==> src/rtl/lrb_pkg.sv <==
`timescale 1ns / 1ps

package lrb_pkg;

  localparam int unsigned TIME_W   = 32;
  localparam int unsigned JITTER_W = 16;
  localparam int unsigned OP_W     = 2;
  localparam int unsigned STATE_W  = 3;
  localparam int unsigned CFG_IDX_W = 3;
  localparam int unsigned JITTER_SHIFT = 12;

  localparam logic [JITTER_SHIFT-1:0] JITTER_MASK = 12'hFFF;

  typedef enum logic [STATE_W-1:0] {
    ST_INACTIVE     = 3'd0,
    ST_DISCONNECTED = 3'd1,
    ST_CONNECTING   = 3'd2,
    ST_CONNECTED    = 3'd3,
    ST_BACKOFF      = 3'd4
  } lrb_state_t;

  typedef enum logic [OP_W-1:0] {
    OP_TICK    = 2'd0,
    OP_ENABLE  = 2'd1,
    OP_DISABLE = 2'd2
  } lrb_op_t;

  localparam logic [CFG_IDX_W-1:0] REG_BACKOFF_INITIAL = 3'd0;
  localparam logic [CFG_IDX_W-1:0] REG_BACKOFF_MAX     = 3'd1;
  localparam logic [CFG_IDX_W-1:0] REG_JITTER_SPAN     = 3'd2;
  localparam logic [CFG_IDX_W-1:0] REG_CONNECT_TIMEOUT = 3'd3;
  localparam logic [CFG_IDX_W-1:0] REG_RETRY_ENABLE    = 3'd4;

  localparam logic [TIME_W-1:0]   RST_BACKOFF_INITIAL = 32'd1000;
  localparam logic [TIME_W-1:0]   RST_BACKOFF_MAX     = 32'd30000;
  localparam logic [JITTER_W-1:0] RST_JITTER_SPAN     = 16'd0;
  localparam logic [TIME_W-1:0]   RST_CONNECT_TIMEOUT = 32'd5000;
  localparam logic                RST_RETRY_ENABLE    = 1'b1;

endpackage

==> src/rtl/lrb_if.sv <==
`timescale 1ns / 1ps

interface lrb_cmd_if import lrb_pkg::*; ();
  logic              valid;
  logic              ready;
  logic [OP_W-1:0]   op;
  logic [TIME_W-1:0] now_ms;
  logic              link_up;

  modport source (output valid, output op, output now_ms, output link_up, input ready);
  modport sink   (input valid, input op, input now_ms, input link_up, output ready);
endinterface

interface lrb_res_if import lrb_pkg::*; ();
  logic               valid;
  logic               ready;
  logic [STATE_W-1:0] link_state;
  logic               is_connected;
  logic               issue_stop;
  logic               issue_connect;
  logic               connected_event;
  logic               disconnected_event;

  modport source (output valid, output link_state, output is_connected, output issue_stop,
                  output issue_connect, output connected_event, output disconnected_event,
                  input ready);
  modport sink   (input valid, input link_state, input is_connected, input issue_stop,
                  input issue_connect, input connected_event, input disconnected_event,
                  output ready);
endinterface

interface lrb_cfg_if import lrb_pkg::*; ();
  logic                 valid;
  logic                 ready;
  logic [CFG_IDX_W-1:0] index;
  logic [TIME_W-1:0]    data;

  modport source (output valid, output index, output data, input ready);
  modport sink   (input valid, input index, input data, output ready);
endinterface

==> src/rtl/link_reconnect_backoff_fsm.sv <==
`timescale 1ns / 1ps

// Connection supervisor with exponential backoff and jitter. Commands (tick, enable,
// disable) enter through an input register, are resolved against the supervisor state in
// combinational logic and leave through a result register, one result per command. A new
// command is taken every cycle while the result side keeps up; throughput is one command
// per clock through the input register and then the result register. Configuration
// writes are always accepted and take effect on the next command; indexes beyond the
// register list are ignored.
module link_reconnect_backoff_fsm
  import lrb_pkg::*;
(
  input  logic       clk,
  input  logic       rst,
  lrb_cmd_if.sink    cmd,
  lrb_res_if.source  res,
  lrb_cfg_if.sink    cfg
);

  // configuration
  logic [TIME_W-1:0]   backoff_initial;
  logic [TIME_W-1:0]   backoff_max;
  logic [JITTER_W-1:0] jitter_span;
  logic [TIME_W-1:0]   connect_timeout;
  logic                retry_enable;

  // supervisor state
  lrb_state_t        fsm_state, fsm_state_next;
  logic              enabled, enabled_next;
  logic [TIME_W-1:0] last_attempt_time, last_attempt_time_next;
  logic [TIME_W-1:0] attempt_start_time, attempt_start_time_next;
  logic [TIME_W-1:0] backoff_interval, backoff_interval_next;

  // input stage
  logic              s1_valid;
  logic [OP_W-1:0]   s1_op;
  logic [TIME_W-1:0] s1_now;
  logic              s1_up;

  logic advance;
  logic stop, conn, ev_up, ev_down;

  assign cfg.ready = 1'b1;
  assign advance   = s1_valid && (!res.valid || res.ready);
  assign cmd.ready = !s1_valid || advance;

  always_ff @(posedge clk) begin
    if (rst) begin
      backoff_initial <= RST_BACKOFF_INITIAL;
      backoff_max     <= RST_BACKOFF_MAX;
      jitter_span     <= RST_JITTER_SPAN;
      connect_timeout <= RST_CONNECT_TIMEOUT;
      retry_enable    <= RST_RETRY_ENABLE;
    end else if (cfg.valid) begin
      case (cfg.index)
        REG_BACKOFF_INITIAL: backoff_initial <= cfg.data;
        REG_BACKOFF_MAX:     backoff_max     <= cfg.data;
        REG_JITTER_SPAN:     jitter_span     <= cfg.data[JITTER_W-1:0];
        REG_CONNECT_TIMEOUT: connect_timeout <= cfg.data;
        REG_RETRY_ENABLE:    retry_enable    <= cfg.data[0];
        default: ;
      endcase
    end
  end

  always_ff @(posedge clk) begin
    if (rst) begin
      s1_valid <= 1'b0;
    end else if (cmd.ready) begin
      s1_valid <= cmd.valid;
    end
  end

  always_ff @(posedge clk) begin
    if (cmd.valid && cmd.ready) begin
      s1_op  <= cmd.op;
      s1_now <= cmd.now_ms;
      s1_up  <= cmd.link_up;
    end
  end

  // backoff entry value: doubled, clamped, then jittered from the low time bits
  logic [TIME_W-1:0]                doubled, clamped, jittered, backoff_entry;
  logic [JITTER_SHIFT+JITTER_W-1:0] jitter_prod;
  logic [TIME_W-1:0]                since_attempt, since_start;

  always_comb begin
    doubled     = {backoff_interval[TIME_W-2:0], 1'b0};
    clamped     = (doubled > backoff_max) ? backoff_max : doubled;
    jitter_prod = (JITTER_SHIFT+JITTER_W)'(s1_now[JITTER_SHIFT-1:0] & JITTER_MASK)
                  * (JITTER_SHIFT+JITTER_W)'(jitter_span);
    jittered    = clamped
                  - TIME_W'(jitter_span[JITTER_W-1:1])
                  + TIME_W'(jitter_prod[JITTER_SHIFT+JITTER_W-1:JITTER_SHIFT]);
    backoff_entry = (jitter_span != '0) ? jittered : clamped;
    since_attempt = s1_now - last_attempt_time;
    since_start   = s1_now - attempt_start_time;
  end

  always_comb begin
    fsm_state_next          = fsm_state;
    enabled_next            = enabled;
    last_attempt_time_next  = last_attempt_time;
    attempt_start_time_next = attempt_start_time;
    backoff_interval_next   = backoff_interval;
    stop    = 1'b0;
    conn    = 1'b0;
    ev_up   = 1'b0;
    ev_down = 1'b0;
    case (s1_op)
      OP_ENABLE: begin
        enabled_next = 1'b1;
        if (fsm_state == ST_INACTIVE) fsm_state_next = ST_DISCONNECTED;
      end
      OP_DISABLE: begin
        if (enabled) begin
          if (fsm_state == ST_CONNECTED) begin
            ev_down = 1'b1;
            stop    = 1'b1;
          end
          fsm_state_next = ST_INACTIVE;
        end
        enabled_next = 1'b0;
      end
      OP_TICK: begin
        if (enabled) begin
          case (fsm_state)
            ST_DISCONNECTED: begin
              if (since_attempt >= backoff_interval) begin
                last_attempt_time_next  = s1_now;
                attempt_start_time_next = s1_now;
                fsm_state_next          = ST_CONNECTING;
                stop = 1'b1;
                conn = 1'b1;
              end
            end
            ST_CONNECTING: begin
              if (s1_up) begin
                fsm_state_next        = ST_CONNECTED;
                backoff_interval_next = backoff_initial;
                ev_up = 1'b1;
              end else if (since_start > connect_timeout) begin
                stop                   = 1'b1;
                backoff_interval_next  = backoff_entry;
                last_attempt_time_next = s1_now;
                fsm_state_next         = ST_BACKOFF;
              end
            end
            ST_CONNECTED: begin
              if (!s1_up) begin
                ev_down                = 1'b1;
                stop                   = 1'b1;
                backoff_interval_next  = backoff_entry;
                last_attempt_time_next = s1_now;
                fsm_state_next         = ST_BACKOFF;
              end
            end
            ST_BACKOFF: begin
              if (since_attempt >= backoff_interval && retry_enable)
                fsm_state_next = ST_DISCONNECTED;
            end
            default: ;
          endcase
        end
      end
      default: ;
    endcase
  end

  always_ff @(posedge clk) begin
    if (rst) begin
      fsm_state          <= ST_INACTIVE;
      enabled            <= 1'b0;
      last_attempt_time  <= '0;
      attempt_start_time <= '0;
      backoff_interval   <= RST_BACKOFF_INITIAL;
    end else if (advance) begin
      fsm_state          <= fsm_state_next;
      enabled            <= enabled_next;
      last_attempt_time  <= last_attempt_time_next;
      attempt_start_time <= attempt_start_time_next;
      backoff_interval   <= backoff_interval_next;
    end
  end

  // result register
  always_ff @(posedge clk) begin
    if (rst) begin
      res.valid <= 1'b0;
    end else if (advance) begin
      res.valid <= 1'b1;
    end else if (res.ready) begin
      res.valid <= 1'b0;
    end
  end

  always_ff @(posedge clk) begin
    if (advance) begin
      res.link_state         <= fsm_state_next;
      res.is_connected       <= enabled_next && (fsm_state_next == ST_CONNECTED);
      res.issue_stop         <= stop;
      res.issue_connect      <= conn;
      res.connected_event    <= ev_up;
      res.disconnected_event <= ev_down;
    end
  end

endmodule
==> src/flat_wrapper.sv <==
// flat-port wrapper written by rule: the top's interface ports become plain ports
module link_reconnect_backoff_fsm_flat import lrb_pkg::*;
  (clk, rst, cmd_valid, cmd_op, cmd_now_ms, cmd_link_up, cmd_ready, res_valid, res_link_state, res_is_connected, res_issue_stop, res_issue_connect, res_connected_event, res_disconnected_event, res_ready, cfg_valid, cfg_index, cfg_data, cfg_ready);
  lrb_cmd_if cmd_i ();
  lrb_res_if res_i ();
  lrb_cfg_if cfg_i ();
  input  logic clk;
  input  logic rst;
  input wire logic [$bits(cmd_i.valid)-1:0] cmd_valid;
  input wire logic [$bits(cmd_i.op)-1:0] cmd_op;
  input wire logic [$bits(cmd_i.now_ms)-1:0] cmd_now_ms;
  input wire logic [$bits(cmd_i.link_up)-1:0] cmd_link_up;
  output wire logic [$bits(cmd_i.ready)-1:0] cmd_ready;
  output wire logic [$bits(res_i.valid)-1:0] res_valid;
  output wire logic [$bits(res_i.link_state)-1:0] res_link_state;
  output wire logic [$bits(res_i.is_connected)-1:0] res_is_connected;
  output wire logic [$bits(res_i.issue_stop)-1:0] res_issue_stop;
  output wire logic [$bits(res_i.issue_connect)-1:0] res_issue_connect;
  output wire logic [$bits(res_i.connected_event)-1:0] res_connected_event;
  output wire logic [$bits(res_i.disconnected_event)-1:0] res_disconnected_event;
  input wire logic [$bits(res_i.ready)-1:0] res_ready;
  input wire logic [$bits(cfg_i.valid)-1:0] cfg_valid;
  input wire logic [$bits(cfg_i.index)-1:0] cfg_index;
  input wire logic [$bits(cfg_i.data)-1:0] cfg_data;
  output wire logic [$bits(cfg_i.ready)-1:0] cfg_ready;
  assign cmd_i.valid = cmd_valid;
  assign cmd_i.op = cmd_op;
  assign cmd_i.now_ms = cmd_now_ms;
  assign cmd_i.link_up = cmd_link_up;
  assign cmd_ready = cmd_i.ready;
  assign res_valid = res_i.valid;
  assign res_link_state = res_i.link_state;
  assign res_is_connected = res_i.is_connected;
  assign res_issue_stop = res_i.issue_stop;
  assign res_issue_connect = res_i.issue_connect;
  assign res_connected_event = res_i.connected_event;
  assign res_disconnected_event = res_i.disconnected_event;
  assign res_i.ready = res_ready;
  assign cfg_i.valid = cfg_valid;
  assign cfg_i.index = cfg_index;
  assign cfg_i.data = cfg_data;
  assign cfg_ready = cfg_i.ready;
  link_reconnect_backoff_fsm u_core (.clk(clk), .rst(rst), .cmd(cmd_i), .res(res_i), .cfg(cfg_i));
endmodule
==> config.mk <==
export PLATFORM = sky130hd
export DESIGN_NAME = link_reconnect_backoff_fsm_flat
export DESIGN_NICKNAME = d
export VERILOG_FILES = /design/src/rtl/lrb_pkg.sv /design/src/rtl/lrb_if.sv /design/src/rtl/link_reconnect_backoff_fsm.sv /design/src/flat_wrapper.sv
export SDC_FILE = /design/constraint.sdc
export NUM_CORES = 1
export LEC_CHECK = 0
export ABC_AREA = 1
export BUFFER_PORTS_ARGS = -buffer_cell sky130_fd_sc_hd__buf_2
export CORE_UTILIZATION = 33
export CTS_CLUSTER_SIZE = 12
export DETAILED_ROUTE_END_ITERATION = 12
export RECOVER_POWER = 25
export SLEW_MARGIN = 20
export SYNTH_ARGS = -nofsm -noshare
export SYNTH_HDL_FRONTEND = slang
export SYNTH_SLANG_ARGS = --single-unit
export TNS_END_PERCENT = 10
==> constraint.sdc <==
create_clock -name clk -period 9.9 [get_ports clk]
set_input_delay 2.97 -clock clk [delete_from_list [all_inputs] [get_ports clk]]
set_output_delay 2.97 -clock clk [all_outputs]
set_load 0.01 [all_outputs]
==> results.yml <==
status:
  status: "complete, but fails checks"
  violations: "capacitance limit, slew limit"
worst_setup_path:
  crit_required_ns: 10.26
  arrival_ns: 8.57
  critPathMaxStageDelay_ns: 0.98
  critical_path_class: "register to register"
  crit_top_cell: "nand2_1"
  startpoint_type: "register"
  worstSetupEndpointType: "register"
  crit_fanout: 20
  cp_num_buf_inv: 5
  crit_family: "adder cells"
  cpMaxStageDelayCell: "edfxtp_1"
  rrSetupSlack_ns: 1.69
floorplan:
  die_w_um: 272
  rows: 98
  num_io_pins: 86
  dieArea_sq_um: 73900
  core_area_sq_um: 71700
  start_util_pct: 33.5
  dieHeight_um: 272
synthesis:
  netlist_instances: 3261
  synthArstFlopShare_pct: 0
  synth_seq_cells: 258
  synth_edf_count: 43
  yosysTopAreaCell: "dfxtp_1"
  synth_area_per_cell_sq_um: 7.37
  dominantRegCellSynth: "dfxtp_1"
  synth_top_area_share_pct: 17.9
  netlist_area_sq_um: 24000
  yosysUniqueCellTypes: 58
  ys_warn_count: 0
  ys_top_cells_by_area: "dfxtp_1 18%, ha_1 13%, fa_1 13%, nand2_1 9.5%, inv_1 9.5%"
  ys_seq_area_share_pct: 23.3
  synth_fp_nets: 3748
layout:
  seq_area_sq_um: 5600
  synthToLayoutAreaGrowth_pct: 9.84
  multi_input_comb_area_sq_um: 15500
  final_nets: 3762
  fin_cells: 4254
  finalCoreUtilization_pct: 36.8
  n_fill_cell: 7588
  drive_gt1_share_pct: 7.09
global_route:
  grt_pass1_wl_mm: 112
  grt_max_degree: 101
  grt_usage_pct: 19.1
  grt_pass1_vias: 20232
  grt_antenna_before_repair: 10
  grt.overflow.total: 0
power:
  seq_power_share_pct: 32.4
  peakVddDrop_v: 0.000126
  p_int_mw: 2.30
  swShare_pct: 34.5
  p_sw_mw: 1.21
  power.density_nw_per_um2: 133
  p_leak_nw: 12.7
  power_mw: 3.52
  power_frac_comb_pct: 29.1
  p_clk_share_pct: 38.5
clock_network:
  htreeDepth: 2
  clock-sinks: 258
  cts_resized: 0
  postCtsHoldBufs: 0
  root_buffer: "clkbuf_16"
  cts_tree: "yes"
  clk_latency_ns: 0.56
  cts.clk_slew.worst_paths_ns: 0.06
  postCtsSetupBuffers: 0
  cts_buffers: 34
  cts.path.max_buffers: 3
place:
  dp_hpwl_mm: 54.5
  portBuffers: 84
  gp_congestion: 0.927
  placedCellCount: 4189
timing:
  fin_tns_setup_ns: 0
  final_hold_viol_count: 0
  worstMarginPinSlew_ns: 1.91
  max_freq_ghz: 0.122
  setup_violations: 0
  fin_worst_skew_ns: 0.0244
  hold_slack_ns: 0.446
  rsz0062_at_grt: "no"
  slew_headroom_pct: -27.2
  drv_slew: 62
  min_period_over_period_pct: 83.0
  layout_min_cycle_time_ns: 8.21
routing:
  viasPerCell: 4.91
  ant_nets: 0
  drc: 0
  drt_iter0_markers: 1273
  drt_pass1_iterations: 5
  drt_wl_total_mm: 70.5
  wl_per_cell_um: 16.6
  route.vias.total: 20901
min_path:
  hp-class: "register to register"
flow_run:
  drv_cap: 2
cell usage after synthesis, types with 7 or more instances:
master      n
buf_2      13
o21ai_2    24
xor2_1     54
a21oi_1   362
inv_1     607
inv_2      14
nor2_1    167
nand4_1    20
nor2_2      7
a21oi_2    10
nand3_1    98
o21a_1     11
nor3_1     24
o21ai_0   247
nand2_1   610
dfxtp_1   215
fa_1      156
xnor2_1    32
a21o_1     14
o21ai_1    39
clkbuf_1   88
ha_1      256
edfxtp_1   43
buf_6      12
a31oi_1    17
o211ai_1   35
o21bai_1   10
routing by layer:
metal	vias up	track usage [%]	wire length, um
li1	10531	-	-
met1	9713	25.5	32000
met2	547	31.6	32100
met3	96	3.72	4800
met4	14	4.46	1450
met5	-	0	85
through the flow:
stage,instance area (sq um),setup WS (ns)
floorplan,24000,2.74
global placement,25200,1.86
detailed placement,25200,1.81
CTS,26400,1.80
global route,26400,1.21
finish,26400,1.69
kinds of logic (layout without fill, tap and decap cells):
group                      after synthesis  after routing  share of synthesized area, %
and+or+nand+nor                        961            961                          16.7
AOI/OAI and AO/OA                      796            796                          18.4
xor gates and xnor gates                86             86                          3.13
other                                    1              4                        0.0156
DFF                                    258            258                          23.3
adders and majority gates              412            412                          26.3
buffers and inverters                  747            787                          12.2
power by group through the flow:
stage               Sequential [mW]  Combinational [mW]  Clock (mW)
floorplan                      1.13               0.760           0
global placement               1.16                1.01           0
detailed placement             1.16                1.01           0
CTS                            1.14                1.02        1.38
global route                   1.14                1.16        1.42
finish                         1.14                1.02        1.35
final timing paths:
kind | from | endpoint | cells past startpoint
worst min-delay path | u_core.backoff_initial[13] | u_core.backoff_initial[13] | 2
worst min register to register | u_core.backoff_initial[13] | u_core.backoff_initial[13] | 2
worst max-delay path | u_core.s1_now[7] | u_core.backoff_interval[17] | 33
worst max register to register | u_core.s1_now[7] | u_core.backoff_interval[17] | 33
cell usage in the layout, fill, tap and decap left out, types with 5 or more instances in the layout:
cell	synthesis	final
clkbuf_1	88	8
clkinv_2	0	5
inv_2	14	14
a21oi_2	10	10
nor2_2	7	6
xor2_1	54	54
nand4_1	20	20
a21boi_2	5	5
nor2_1	167	168
nand3_1	98	98
clkbuf_16	0	35
nor3_1	24	24
buf_2	13	82
bufinv_16	0	6
a31oi_1	17	17
a21boi_1	5	5
o21ai_0	247	247
nand2_1	610	610
o21ai_1	39	39
edfxtp_1	43	43
a21o_1	14	14
o21bai_1	10	10
dfxtp_1	215	215
ha_1	256	256
o211ai_1	35	35
inv_1	607	607
buf_4	5	16
o21a_1	11	11
xnor2_1	32	32
a221oi_1	5	5
a211oi_1	5	5
o21ai_2	24	24
fa_1	156	156
a21oi_1	362	362
nand3b_1	5	5
area by class of cell:
cell class,instances,share of cell area (%)
tap,950,4.50
sequential,258,21.2
antenna,3,0.0284
clock inverter,18,1.01
multi-input combinational,2256,58.7
clock buffer,44,3.60
inverter,624,8.88
timing repair buffer,101,2.05
flip-flops by register name, summed over array words and instances (netlist names), 2 cells and up:
| signal | flops |
|---|---|
| u_core.attempt_start_time | 32 |
| u_core.backoff_initial | 32 |
| u_core.backoff_interval | 32 |
| u_core.backoff_max | 32 |
| u_core.connect_timeout | 32 |
| u_core.last_attempt_time | 32 |
| u_core.s1_now | 32 |
| u_core.jitter_span | 16 |
| u_core.fsm_state | 3 |
| u_core.res.link_state | 3 |
| u_core.s1_op | 2 |
worst min-delay path, stage by stage (launching register included):
cell	delay, ns
dfxtp_1	0.31
inv_1	0.05
a21oi_1	0.05
Note: power is estimated with default switching activity, not from simulation.
